$ cat src/rtl/core/charge_slot_mode_controller_unit_defines.svh
// Assertion macros for the charge slot mode controller.
// Needs a clk and an active-low rst_n in the scope of each use.
`ifndef CHARGE_SLOT_MODE_CONTROLLER_UNIT_DEFINES_SVH
`define CHARGE_SLOT_MODE_CONTROLLER_UNIT_DEFINES_SVH

`ifndef SYNTHESIS
// antecedent in this cycle implies consequent in the next
`define CSMC_ASSERT_NEXT(lbl, ante, cons) \
    lbl: assert property (@(posedge clk) disable iff (!rst_n) (ante) |=> (cons)) \
        else $error("csmc assertion failed");
// antecedent implies consequent in the same cycle
`define CSMC_ASSERT_NOW(lbl, ante, cons) \
    lbl: assert property (@(posedge clk) disable iff (!rst_n) (ante) |-> (cons)) \
        else $error("csmc assertion failed");
`else
`define CSMC_ASSERT_NEXT(lbl, ante, cons)
`define CSMC_ASSERT_NOW(lbl, ante, cons)
`endif

`endif

$ cat src/rtl/core/csmc_pkg.sv
// Shared types, codes and helpers for the charge slot mode controller.
// No dependencies.
`default_nettype none

package csmc_pkg;

    // slot modes, one-hot inside the block
    typedef enum logic [4:0] {
        MODE_STANDBY  = 5'b00001,
        MODE_SWAP     = 5'b00010,
        MODE_CHARGING = 5'b00100,
        MODE_FAULT    = 5'b01000,
        MODE_THEFT    = 5'b10000
    } mode_t;

    // mode encoding seen on the result word
    localparam logic [2:0] MODE_CODE_STANDBY  = 3'd0;
    localparam logic [2:0] MODE_CODE_SWAP     = 3'd1;
    localparam logic [2:0] MODE_CODE_CHARGING = 3'd2;
    localparam logic [2:0] MODE_CODE_FAULT    = 3'd3;
    localparam logic [2:0] MODE_CODE_THEFT    = 3'd4;

    // pending command bits
    localparam int CMD_LOCK_BIT   = 0;
    localparam int CMD_UNLOCK_BIT = 1;
    localparam int CMD_CHARGE_BIT = 2;
    localparam int CMD_STOP_BIT   = 3;

    localparam logic [7:0] BATT_STOP   = 8'h01;
    localparam logic [7:0] BATT_CHARGE = 8'h05;

    localparam logic [1:0] LED_NONE    = 2'd0;
    localparam logic [1:0] LED_IDLE    = 2'd1;
    localparam logic [1:0] LED_READY   = 2'd2;

    localparam logic [7:0] FULL_LEVEL_RST = 8'd100;

    typedef struct packed {
        logic       is_battery;
        logic       hw_failure;
        logic       batt_fault_a;
        logic       batt_fault_b;
        logic       charger_fault;
        logic [7:0] charge_level;
        logic       lock_req;
        logic       unlock_req;
        logic       charge_req;
        logic       stop_req;
    } in_item_t;

    typedef struct packed {
        logic [2:0] mode;
        logic [2:0] prior_mode;
        logic       locked;
        logic       wake_request;
        logic [7:0] battery_command;
        logic       charger_disable;
        logic       charging_on;
        logic [1:0] led_code;
        logic       bus_error;
        logic       unlock_waiting;
    } out_item_t;

    typedef struct packed {
        mode_t      mode;
        mode_t      prev;
        logic       lock;
        logic       wake;
        logic [7:0] batt_cmd;
        logic       chg_dis;
        logic       chg_on;
        logic [1:0] led;
        logic       bus_err;
        logic [3:0] pend;
    } slot_state_t;

    function automatic logic [2:0] mode_code(input mode_t m);
        logic [2:0] c;
        case (m)
            MODE_STANDBY:  c = MODE_CODE_STANDBY;
            MODE_SWAP:     c = MODE_CODE_SWAP;
            MODE_CHARGING: c = MODE_CODE_CHARGING;
            MODE_FAULT:    c = MODE_CODE_FAULT;
            MODE_THEFT:    c = MODE_CODE_THEFT;
            default:       c = MODE_CODE_STANDBY;
        endcase
        return c;
    endfunction

endpackage

`default_nettype wire

$ cat src/rtl/core/csmc_channels.sv
// Handshake channels of the charge slot mode controller: item, result, config.
// Depends on csmc_pkg.
`default_nettype none

interface csmc_item_if;
    logic               valid;
    logic               ready;
    csmc_pkg::in_item_t data;
    modport source (output valid, output data, input ready);
    modport sink (input valid, input data, output ready);
endinterface

interface csmc_result_if;
    logic                valid;
    logic                ready;
    csmc_pkg::out_item_t data;
    modport source (output valid, output data, input ready);
    modport sink (input valid, input data, output ready);
endinterface

interface csmc_cfg_if;
    logic       valid;
    logic       ready;
    logic [7:0] data;
    modport source (output valid, output data, input ready);
    modport sink (input valid, input data, output ready);
endinterface

`default_nettype wire

$ cat src/rtl/core/csmc_in_reg.sv
// Input register stage: holds one accepted word until the core consumes it.
// Depends on csmc_pkg and csmc_item_if.
`default_nettype none

module csmc_in_reg (
    input  wire logic       clk,
    input  wire logic       rst_n,
    csmc_item_if.sink       item,
    input  wire logic       adv,
    output csmc_pkg::in_item_t word,
    output logic            word_valid
);

    logic               valid_reg;
    logic               valid_next;
    csmc_pkg::in_item_t data_reg;

    // room when empty or when the held word moves on this cycle
    assign item.ready = !valid_reg || adv;

    always_comb
    begin
        valid_next = valid_reg;
        if (item.valid && item.ready)
        begin
            valid_next = 1'b1;
        end
        else if (adv)
        begin
            valid_next = 1'b0;
        end
    end

    always_ff @(posedge clk or negedge rst_n)
    begin
        if (!rst_n)
        begin
            valid_reg <= 1'b0;
        end
        else
        begin
            valid_reg <= valid_next;
        end
    end

    always_ff @(posedge clk)
    begin
        if (item.valid && item.ready)
        begin
            data_reg <= item.data;
        end
    end

    assign word       = data_reg;
    assign word_valid = valid_reg;

endmodule

`default_nettype wire

$ cat src/rtl/core/csmc_core.sv
// Slot state registers and the per-tick mode update.
// Depends on csmc_pkg.
`default_nettype none

module csmc_core (
    input  wire logic                clk,
    input  wire logic                rst_n,
    input  wire logic                adv,
    input  wire csmc_pkg::in_item_t  word,
    input  wire logic [7:0]          full_level,
    output csmc_pkg::out_item_t      result_next,
    output csmc_pkg::slot_state_t    state
);

    csmc_pkg::slot_state_t st_reg;
    csmc_pkg::slot_state_t st_next;

    logic bfault;

    assign bfault = word.batt_fault_a | word.batt_fault_b;

    // Handlers apply their checks in order; a later mode write wins.
    always_comb
    begin
        st_next = st_reg;
        st_next.pend[csmc_pkg::CMD_LOCK_BIT]   = st_reg.pend[csmc_pkg::CMD_LOCK_BIT]
                                                 | word.lock_req;
        st_next.pend[csmc_pkg::CMD_UNLOCK_BIT] = st_reg.pend[csmc_pkg::CMD_UNLOCK_BIT]
                                                 | word.unlock_req;
        st_next.pend[csmc_pkg::CMD_CHARGE_BIT] = st_reg.pend[csmc_pkg::CMD_CHARGE_BIT]
                                                 | word.charge_req;
        st_next.pend[csmc_pkg::CMD_STOP_BIT]   = st_reg.pend[csmc_pkg::CMD_STOP_BIT]
                                                 | word.stop_req;

        case (st_reg.mode)
            csmc_pkg::MODE_STANDBY:
            begin
                if (word.charger_fault)
                begin
                    st_next.prev = st_next.mode;
                    st_next.mode = csmc_pkg::MODE_FAULT;
                end
                if (st_next.pend[csmc_pkg::CMD_UNLOCK_BIT])
                begin
                    st_next.lock = 1'b0;
                end
                if (word.is_battery && !st_reg.bus_err)
                begin
                    st_next.prev = st_next.mode;
                    st_next.mode = csmc_pkg::MODE_SWAP;
                    st_next.wake = 1'b0;
                end
                else
                begin
                    st_next.wake = 1'b1;
                end
                if (word.hw_failure)
                begin
                    st_next.mode = csmc_pkg::MODE_FAULT;
                end
            end

            csmc_pkg::MODE_SWAP:
            begin
                if (bfault)
                begin
                    st_next.mode = csmc_pkg::MODE_STANDBY;
                end
                if (st_next.pend[csmc_pkg::CMD_LOCK_BIT])
                begin
                    st_next.lock = 1'b1;
                    st_next.pend[csmc_pkg::CMD_LOCK_BIT] = 1'b0;
                end
                if (st_next.pend[csmc_pkg::CMD_UNLOCK_BIT])
                begin
                    st_next.lock = 1'b0;
                    st_next.pend[csmc_pkg::CMD_UNLOCK_BIT] = 1'b0;
                end
                if (st_next.lock && st_next.pend[csmc_pkg::CMD_CHARGE_BIT])
                begin
                    st_next.prev = st_next.mode;
                    st_next.mode = csmc_pkg::MODE_CHARGING;
                end
                if (word.hw_failure)
                begin
                    st_next.prev = st_next.mode;
                    st_next.mode = csmc_pkg::MODE_FAULT;
                end
                if (word.charger_fault)
                begin
                    st_next.prev = st_next.mode;
                    st_next.mode = csmc_pkg::MODE_FAULT;
                end
            end

            csmc_pkg::MODE_CHARGING:
            begin
                if (word.is_battery)
                begin
                    if (word.charge_level >= full_level
                        || st_next.pend[csmc_pkg::CMD_STOP_BIT])
                    begin
                        st_next.pend[csmc_pkg::CMD_STOP_BIT] = 1'b0;
                        st_next.batt_cmd = csmc_pkg::BATT_STOP;
                        st_next.chg_dis  = 1'b1;
                        st_next.chg_on   = 1'b0;
                        st_next.led      = csmc_pkg::LED_IDLE;
                    end
                    if (st_next.pend[csmc_pkg::CMD_UNLOCK_BIT] && !st_next.chg_on)
                    begin
                        st_next.led = csmc_pkg::LED_READY;
                        if (bfault)
                        begin
                            st_next.pend[csmc_pkg::CMD_UNLOCK_BIT] = 1'b0;
                            st_next.lock = 1'b0;
                            st_next.prev = st_next.mode;
                            st_next.mode = csmc_pkg::MODE_STANDBY;
                        end
                    end
                    if (st_next.pend[csmc_pkg::CMD_CHARGE_BIT])
                    begin
                        st_next.batt_cmd = csmc_pkg::BATT_CHARGE;
                        st_next.chg_dis  = 1'b0;
                        st_next.chg_on   = 1'b1;
                        st_next.pend[csmc_pkg::CMD_CHARGE_BIT] = 1'b0;
                    end
                end
                else
                begin
                    // battery pulled out mid-session
                    st_next.pend[csmc_pkg::CMD_UNLOCK_BIT] = 1'b0;
                    st_next.lock = 1'b0;
                    st_next.prev = st_next.mode;
                    st_next.mode = csmc_pkg::MODE_STANDBY;
                end
                if (word.hw_failure)
                begin
                    st_next.prev = st_next.mode;
                    st_next.mode = csmc_pkg::MODE_FAULT;
                end
                if (!st_next.pend[csmc_pkg::CMD_UNLOCK_BIT] && (bfault || word.charger_fault))
                begin
                    st_next.prev = st_next.mode;
                    st_next.mode = csmc_pkg::MODE_FAULT;
                end
            end

            csmc_pkg::MODE_FAULT:
            begin
                if (word.hw_failure)
                begin
                    st_next.batt_cmd = csmc_pkg::BATT_STOP;
                    st_next.chg_dis  = 1'b1;
                end
                else if (bfault || word.charger_fault)
                begin
                    case (st_reg.prev)
                        csmc_pkg::MODE_STANDBY:
                        begin
                            if (word.charger_fault)
                            begin
                                st_next.bus_err = 1'b1;
                            end
                            else
                            begin
                                st_next.mode = csmc_pkg::MODE_STANDBY;
                            end
                        end
                        csmc_pkg::MODE_SWAP:
                        begin
                            if (word.charger_fault)
                            begin
                                st_next.bus_err = 1'b1;
                            end
                        end
                        csmc_pkg::MODE_CHARGING:
                        begin
                            if (bfault)
                            begin
                                st_next.mode = csmc_pkg::MODE_THEFT;
                            end
                            else
                            begin
                                st_next.bus_err = 1'b1;
                            end
                        end
                        default:
                        begin
                        end
                    endcase
                end
                else
                begin
                    st_next.mode = st_reg.prev;
                end
            end

            // theft holds
            default:
            begin
            end
        endcase
    end

    always_ff @(posedge clk or negedge rst_n)
    begin
        if (!rst_n)
        begin
            st_reg.mode     <= csmc_pkg::MODE_STANDBY;
            st_reg.prev     <= csmc_pkg::MODE_STANDBY;
            st_reg.lock     <= 1'b0;
            st_reg.wake     <= 1'b0;
            st_reg.batt_cmd <= 8'd0;
            st_reg.chg_dis  <= 1'b0;
            st_reg.chg_on   <= 1'b0;
            st_reg.led      <= csmc_pkg::LED_NONE;
            st_reg.bus_err  <= 1'b0;
            st_reg.pend     <= 4'd0;
        end
        else if (adv)
        begin
            st_reg <= st_next;
        end
    end

    always_comb
    begin
        result_next.mode            = csmc_pkg::mode_code(st_next.mode);
        result_next.prior_mode      = csmc_pkg::mode_code(st_next.prev);
        result_next.locked          = st_next.lock;
        result_next.wake_request    = st_next.wake;
        result_next.battery_command = st_next.batt_cmd;
        result_next.charger_disable = st_next.chg_dis;
        result_next.charging_on     = st_next.chg_on;
        result_next.led_code        = st_next.led;
        result_next.bus_error       = st_next.bus_err;
        result_next.unlock_waiting  = st_next.pend[csmc_pkg::CMD_UNLOCK_BIT];
    end

    assign state = st_reg;

endmodule

`default_nettype wire

$ cat src/rtl/core/charge_slot_mode_controller_unit.sv
// Charge slot mode controller: one input word per tick, one result word per tick.
// Every word passes through the input register, then the result register, on its way
// to the result; a new word is taken every cycle as long as the result side
// keeps up, the mode update itself being combinational flag logic. The
// threshold register is written over the cfg channel, which is always ready,
// and should only be written while no word is in flight.
// Depends on csmc_pkg, csmc_channels, csmc_in_reg, csmc_core and the defines header.
`default_nettype none
`include "charge_slot_mode_controller_unit_defines.svh"

module charge_slot_mode_controller_unit (
    input  wire logic      clk,
    input  wire logic      rst_n,
    csmc_item_if.sink      item,
    csmc_result_if.source  result,
    csmc_cfg_if.sink       cfg
);

    csmc_pkg::in_item_t    word;
    logic                  word_valid;
    logic                  adv;
    csmc_pkg::out_item_t   result_next;
    csmc_pkg::slot_state_t state;

    logic [7:0]            full_level_reg;
    logic                  out_valid_reg;
    logic                  out_valid_next;
    csmc_pkg::out_item_t   out_data_reg;

    // held word moves on when the result register is free or being emptied
    assign adv = word_valid && (!out_valid_reg || result.ready);

    csmc_in_reg u_in_reg (
        .clk        (clk),
        .rst_n      (rst_n),
        .item       (item),
        .adv        (adv),
        .word       (word),
        .word_valid (word_valid)
    );

    csmc_core u_core (
        .clk         (clk),
        .rst_n       (rst_n),
        .adv         (adv),
        .word        (word),
        .full_level  (full_level_reg),
        .result_next (result_next),
        .state       (state)
    );

    assign cfg.ready = 1'b1;

    always_ff @(posedge clk or negedge rst_n)
    begin
        if (!rst_n)
        begin
            full_level_reg <= csmc_pkg::FULL_LEVEL_RST;
        end
        else if (cfg.valid && cfg.ready)
        begin
            full_level_reg <= cfg.data;
        end
    end

    always_comb
    begin
        out_valid_next = out_valid_reg;
        if (adv)
        begin
            out_valid_next = 1'b1;
        end
        else if (result.ready)
        begin
            out_valid_next = 1'b0;
        end
    end

    always_ff @(posedge clk or negedge rst_n)
    begin
        if (!rst_n)
        begin
            out_valid_reg <= 1'b0;
        end
        else
        begin
            out_valid_reg <= out_valid_next;
        end
    end

    always_ff @(posedge clk)
    begin
        if (adv)
        begin
            out_data_reg <= result_next;
        end
    end

    assign result.valid = out_valid_reg;
    assign result.data  = out_data_reg;

    // bus error never clears once raised
    `CSMC_ASSERT_NEXT(a_bus_err_sticky, state.bus_err, state.bus_err)
    // theft is a dead end
    `CSMC_ASSERT_NEXT(a_theft_holds, state.mode == csmc_pkg::MODE_THEFT,
                      state.mode == csmc_pkg::MODE_THEFT)
    // slot state only moves when a word is consumed
    `CSMC_ASSERT_NEXT(a_state_moves_on_adv, !adv, $stable(state))
    // a consumed word always lands in a free or draining result register
    `CSMC_ASSERT_NOW(a_no_overwrite, adv, !out_valid_reg || result.ready)

endmodule

`default_nettype wire

$ cat src/flat_wrapper.sv
// flat-port wrapper written by rule: the top's interface ports become plain ports
module charge_slot_mode_controller_unit_flat 
  (clk, rst_n, item_valid, item_data, item_ready, result_valid, result_data, result_ready, cfg_valid, cfg_data, cfg_ready);
  csmc_item_if item_i ();
  csmc_result_if result_i ();
  csmc_cfg_if cfg_i ();
  input  wire logic clk;
  input  wire logic rst_n;
  input wire logic [$bits(item_i.valid)-1:0] item_valid;
  input wire logic [$bits(item_i.data)-1:0] item_data;
  output wire logic [$bits(item_i.ready)-1:0] item_ready;
  output wire logic [$bits(result_i.valid)-1:0] result_valid;
  output wire logic [$bits(result_i.data)-1:0] result_data;
  input wire logic [$bits(result_i.ready)-1:0] result_ready;
  input wire logic [$bits(cfg_i.valid)-1:0] cfg_valid;
  input wire logic [$bits(cfg_i.data)-1:0] cfg_data;
  output wire logic [$bits(cfg_i.ready)-1:0] cfg_ready;
  assign item_i.valid = item_valid;
  assign item_i.data = item_data;
  assign item_ready = item_i.ready;
  assign result_valid = result_i.valid;
  assign result_data = result_i.data;
  assign result_i.ready = result_ready;
  assign cfg_i.valid = cfg_valid;
  assign cfg_i.data = cfg_data;
  assign cfg_ready = cfg_i.ready;
  charge_slot_mode_controller_unit u_core (.clk(clk), .rst_n(rst_n), .item(item_i), .result(result_i), .cfg(cfg_i));
endmodule
$ cat config.mk
export PLATFORM = sky130hd
export DESIGN_NAME = charge_slot_mode_controller_unit_flat
export DESIGN_NICKNAME = d
export VERILOG_FILES = /design/src/rtl/core/csmc_pkg.sv /design/src/rtl/core/csmc_channels.sv /design/src/rtl/core/csmc_in_reg.sv /design/src/rtl/core/csmc_core.sv /design/src/rtl/core/charge_slot_mode_controller_unit.sv /design/src/flat_wrapper.sv
export VERILOG_INCLUDE_DIRS = /design/src /design/src/rtl/core
export SDC_FILE = /design/constraint.sdc
export NUM_CORES = 1
export LEC_CHECK = 0
export ABC_AREA = 1
export BUFFER_PORTS_ARGS = -buffer_cell sky130_fd_sc_hd__buf_2
export CAP_MARGIN = 5
export CORE_MARGIN = 5
export CORE_UTILIZATION = 53
export DETAILED_ROUTE_END_ITERATION = 7
export GPL_TIMING_DRIVEN = 0
export PLACE_DENSITY = 0.79
export SETUP_SLACK_MARGIN = 0.05
export SLEW_MARGIN = 5
export SYNTH_ARGS = -nofsm -noshare
export SYNTH_HDL_FRONTEND = slang
export SYNTH_SLANG_ARGS = --single-unit
$ cat constraint.sdc
create_clock -name clk -period 2.6 [get_ports clk]
set_clock_uncertainty 0.1 [all_clocks]
set_input_delay 0.52 -clock clk [delete_from_list [all_inputs] [get_ports clk]]
set_output_delay 0.52 -clock clk [all_outputs]
set_load 0.005 [all_outputs]
==> results.py <==
metrics = {
    "drt": {
        "drc": 0,
        "drt_iter0_drc": 246,
        "ant_nets": 0,
        "dr.pass1.iters": 5,
        "drt-wirelength-per-cell_um": 17.3,
        "routed_via_density": 5.66,
        "wl_um": 12400,
        "routed-via-count": 4041,
    },
    "final_layout": {
        "fin_nets": 642,
        "finalInstanceArea_um2": 5340,
        "drive_gt1_frac": 0.302,
        "final_cell_mix": "111 x nand2_1, 59 x buf_2, 54 x inv_1",
        "n_antenna_cell": 0,
        "largest_register_ffs": 29,
        "final_common_cell": "nand2_1",
        "area_growth_pct": 19.3,
    },
    "floorplanning": {
        "start_util": 0.545,
        "die_area_um2": 10400,
        "core_area_um2": 8220,
        "ios": 55,
        "die-width_um": 102,
        "num_rows": 33,
        "die_h_um": 102,
    },
    "hold_path": {
        "hold_path.class": "in -> async",
    },
    "critical_path": {
        "r2r_slack_ps": -10,
        "crit_type": "reg -> reg",
        "cp_max_fo": 6,
        "startpoint_type": "register",
        "r2r-start": "u_core.full_level_reg[6]$_DFFE_PN1P_",
        "r2r_end": "u_core.result.data[17]$_DFFE_PP_",
        "critPathLaunch": "u_core.full_level_reg[6]$_DFFE_PN1P_",
        "endpoint_kind": "register",
        "cp_data_arrival_time_ps": 2640,
        "worstPathCellList": "inv_2, ha_4, nand2_2, nor2_2, nor2_4, nand3_4, nand3_4, nand3_4, nand2_4, buf_6, nand3_2, nand3_2, nand2_2, nand2_4, nand2_4, inv_1, nand2_1, nand2_1",
        "crit_path_top_delay_cell": "dfstp_2",
        "cp.required_ps": 2630,
        "rr_worst_depth": 18,
        "critical-path-max-stage-delay_ps": 540,
    },
    "pwr": {
        "netSwitchingFraction": 0.348,
        "power_switching_w": 0.00115,
        "total_leakage_power_nw": 2.36,
        "clock_power_share": 0.282,
        "seq_power_share": 0.467,
        "power.density_nw_per_um2": 620,
        "vdd_drop_max_v": 0.000365,
        "power_w": 0.00331,
        "internal_power_w": 0.00216,
        "comb_power_share": 0.251,
    },
    "synthesis": {
        "synth_area_um2": 4480,
        "syn_inst": 530,
        "synth_area_leaders": "edfxtp_1 26%, dfrtp_1 19%, nand2_1 10%",
        "syn_avg_cell_area_um2": 8.45,
        "synth_edf_count": 39,
        "yosys.cell_types.count": 48,
        "yosysSeqAreaShare": 0.481,
        "ys_ff_latch": 78,
        "syn_nets": 568,
        "yosys.area.top_type": "edfxtp_1",
        "yosysTopAreaCellShare": 0.262,
        "async_flop_share": 0.500,
        "synth_flop_cell": "edfxtp_1",
        "yosys_warnings": 0,
    },
    "timing": {
        "tightest_slew_ps": 904,
        "setup_violations": 2,
        "fmax_mhz": 383,
        "fin_ws_ps": -13.9,
        "hold_viol_final": 0,
        "slew_headroom": 0.398,
        "finalCritPeriodShare": 1.01,
        "fin_tns_setup_ps": -24.8,
        "grt_setup_unrepaired": "true",
        "drv_slew": 0,
        "period_needed_ps": 2610,
    },
    "clocking": {
        "cts_tree": "yes",
        "path_clk_slew_ps": 100,
        "cts.sinks": 78,
        "clk_path_buf_depth": 2,
        "cts_root_buffer": "clkbuf_8",
        "cts_max_level": 3,
        "numCtsBuffers": 9,
        "clkLatencyLatePin_ps": 370,
    },
    "global_routing": {
        "grtUsageTotal": 0.249,
        "grt_start_max_net_pins": 40,
        "antenna_found_initial": 0,
        "grt_pass1_vias": 3977,
        "grt_overflow": 0,
        "grt_pass1_wl_um": 19800,
    },
    "placed_design": {
        "place_area_um2": 4870,
        "hpwl_um": 8680,
        "gp_congestion": 0.973,
        "portBuffers": 53,
    },
    "status": {
        "violations": "setup timing",
        "status": "complete, but fails checks",
    },
    "run": {
        "drv_cap": 0,
    },
}
stage by stage:
step	std cells	setup WS (ps)	hold slack, ps	util
6_report	714	-13.9	172	0.650
5_1_grt	714	-119	207	0.650
4_1_cts	713	28.2	209	0.638
3_5_place_dp	688	-120	376	0.593
3_3_place_gp	688	-393	366	0.593
2_1_floorplan	530	196	124	-
final cells by class:
cell class | count | area, µm²
multi-input cells | 360 | 2100
well taps | 105 | 131
fillers | 706 | 2880
repair buffers | 63 | 355
clock buffers | 9 | 124
plain buffers | 18 | 118
flip-flops and latches | 78 | 2150
inverters | 74 | 290
clock inverters | 7 | 73.8
power groups by stage:
stage                     sequential (W)  clock [W]  combinational (W)
after CTS                        0.00155   0.000938           0.000794
after global routing             0.00156   0.000998           0.000916
final                            0.00155   0.000933           0.000830
after global placement           0.00156          0           0.000712
after detailed placement         0.00157          0           0.000734
after floorplan                  0.00156          0           0.000493
synthesized netlist by cell type (2+ instances only):
master,number
nor4_1,2
o21a_1,2
buf_2,6
o21ai_1,4
inv_4,3
a21oi_2,2
nor3_1,2
nand4_4,2
clkbuf_1,5
nand2_1,121
nand4_1,5
a21oi_1,21
buf_6,4
nor2_4,3
o21ai_2,2
o22ai_1,3
dfstp_2,5
a31oi_1,4
nand3_2,5
o21ai_0,46
nand3_4,3
buf_4,3
o31ai_1,2
nor2_2,8
inv_2,10
ha_1,8
o221ai_1,3
dfrtp_1,34
nor2_1,54
nand4_2,2
edfxtp_1,39
nand2_2,4
inv_1,59
nand3_1,35
o211ai_1,5
nand2_4,2
cells by family (layout without fill, tap and decap cells):
logic type                 count (synthesis)  count (layout)  synth area share
adders and majority gates                  8               8            0.0224
other                                      1               1          0.000838
DFF                                       78              78             0.481
and+or+nand+nor                          251             251             0.274
buffers and inverters                     92             171            0.0908
muxes                                      1               1           0.00252
AOI/OAI and AO/OA                         99              99             0.129
how the worst max path moves through the flow:
stage,cells after the start,end
detailed placement,18,u_core.result.data[17]$_DFFE_PP_
global route,16,u_core.result.data[17]$_DFFE_PP_
global placement,6,u_core.result.data[1]$_DFFE_PP_
floorplan,18,u_core.result.data[17]$_DFFE_PP_
finish,18,u_core.result.data[17]$_DFFE_PP_
CTS,16,u_core.result.data[20]$_DFFE_PP_
per-layer routing:
metal  vias up  share of wire  track usage
li1       1905              -            -
met4         0          0.040        0.120
met1      1889           0.42        0.338
met5         -              0            0
met3        50          0.074       0.0348
met2       197           0.47        0.395
repair_timing:
| action | 4_1_cts | 5_1_grt |
|---|---|---|
| hold buffers | 0 | 0 |
| setup endpoints to repair | 5 | 12 |
| buffers inserted | 9 | 1 |
| gates cloned | 0 | 0 |
| resized for setup | 26 | 23 |
| pin swaps | 17 | 18 |
worst max-delay path: cells and delay by family (launching register included):
family        cells  cell delay (ps)
buf+inv           3              220
simple gates     14             1240
flops             1              540
fa+ha+maj         1              260
Note: power is estimated with default switching activity, not from simulation.
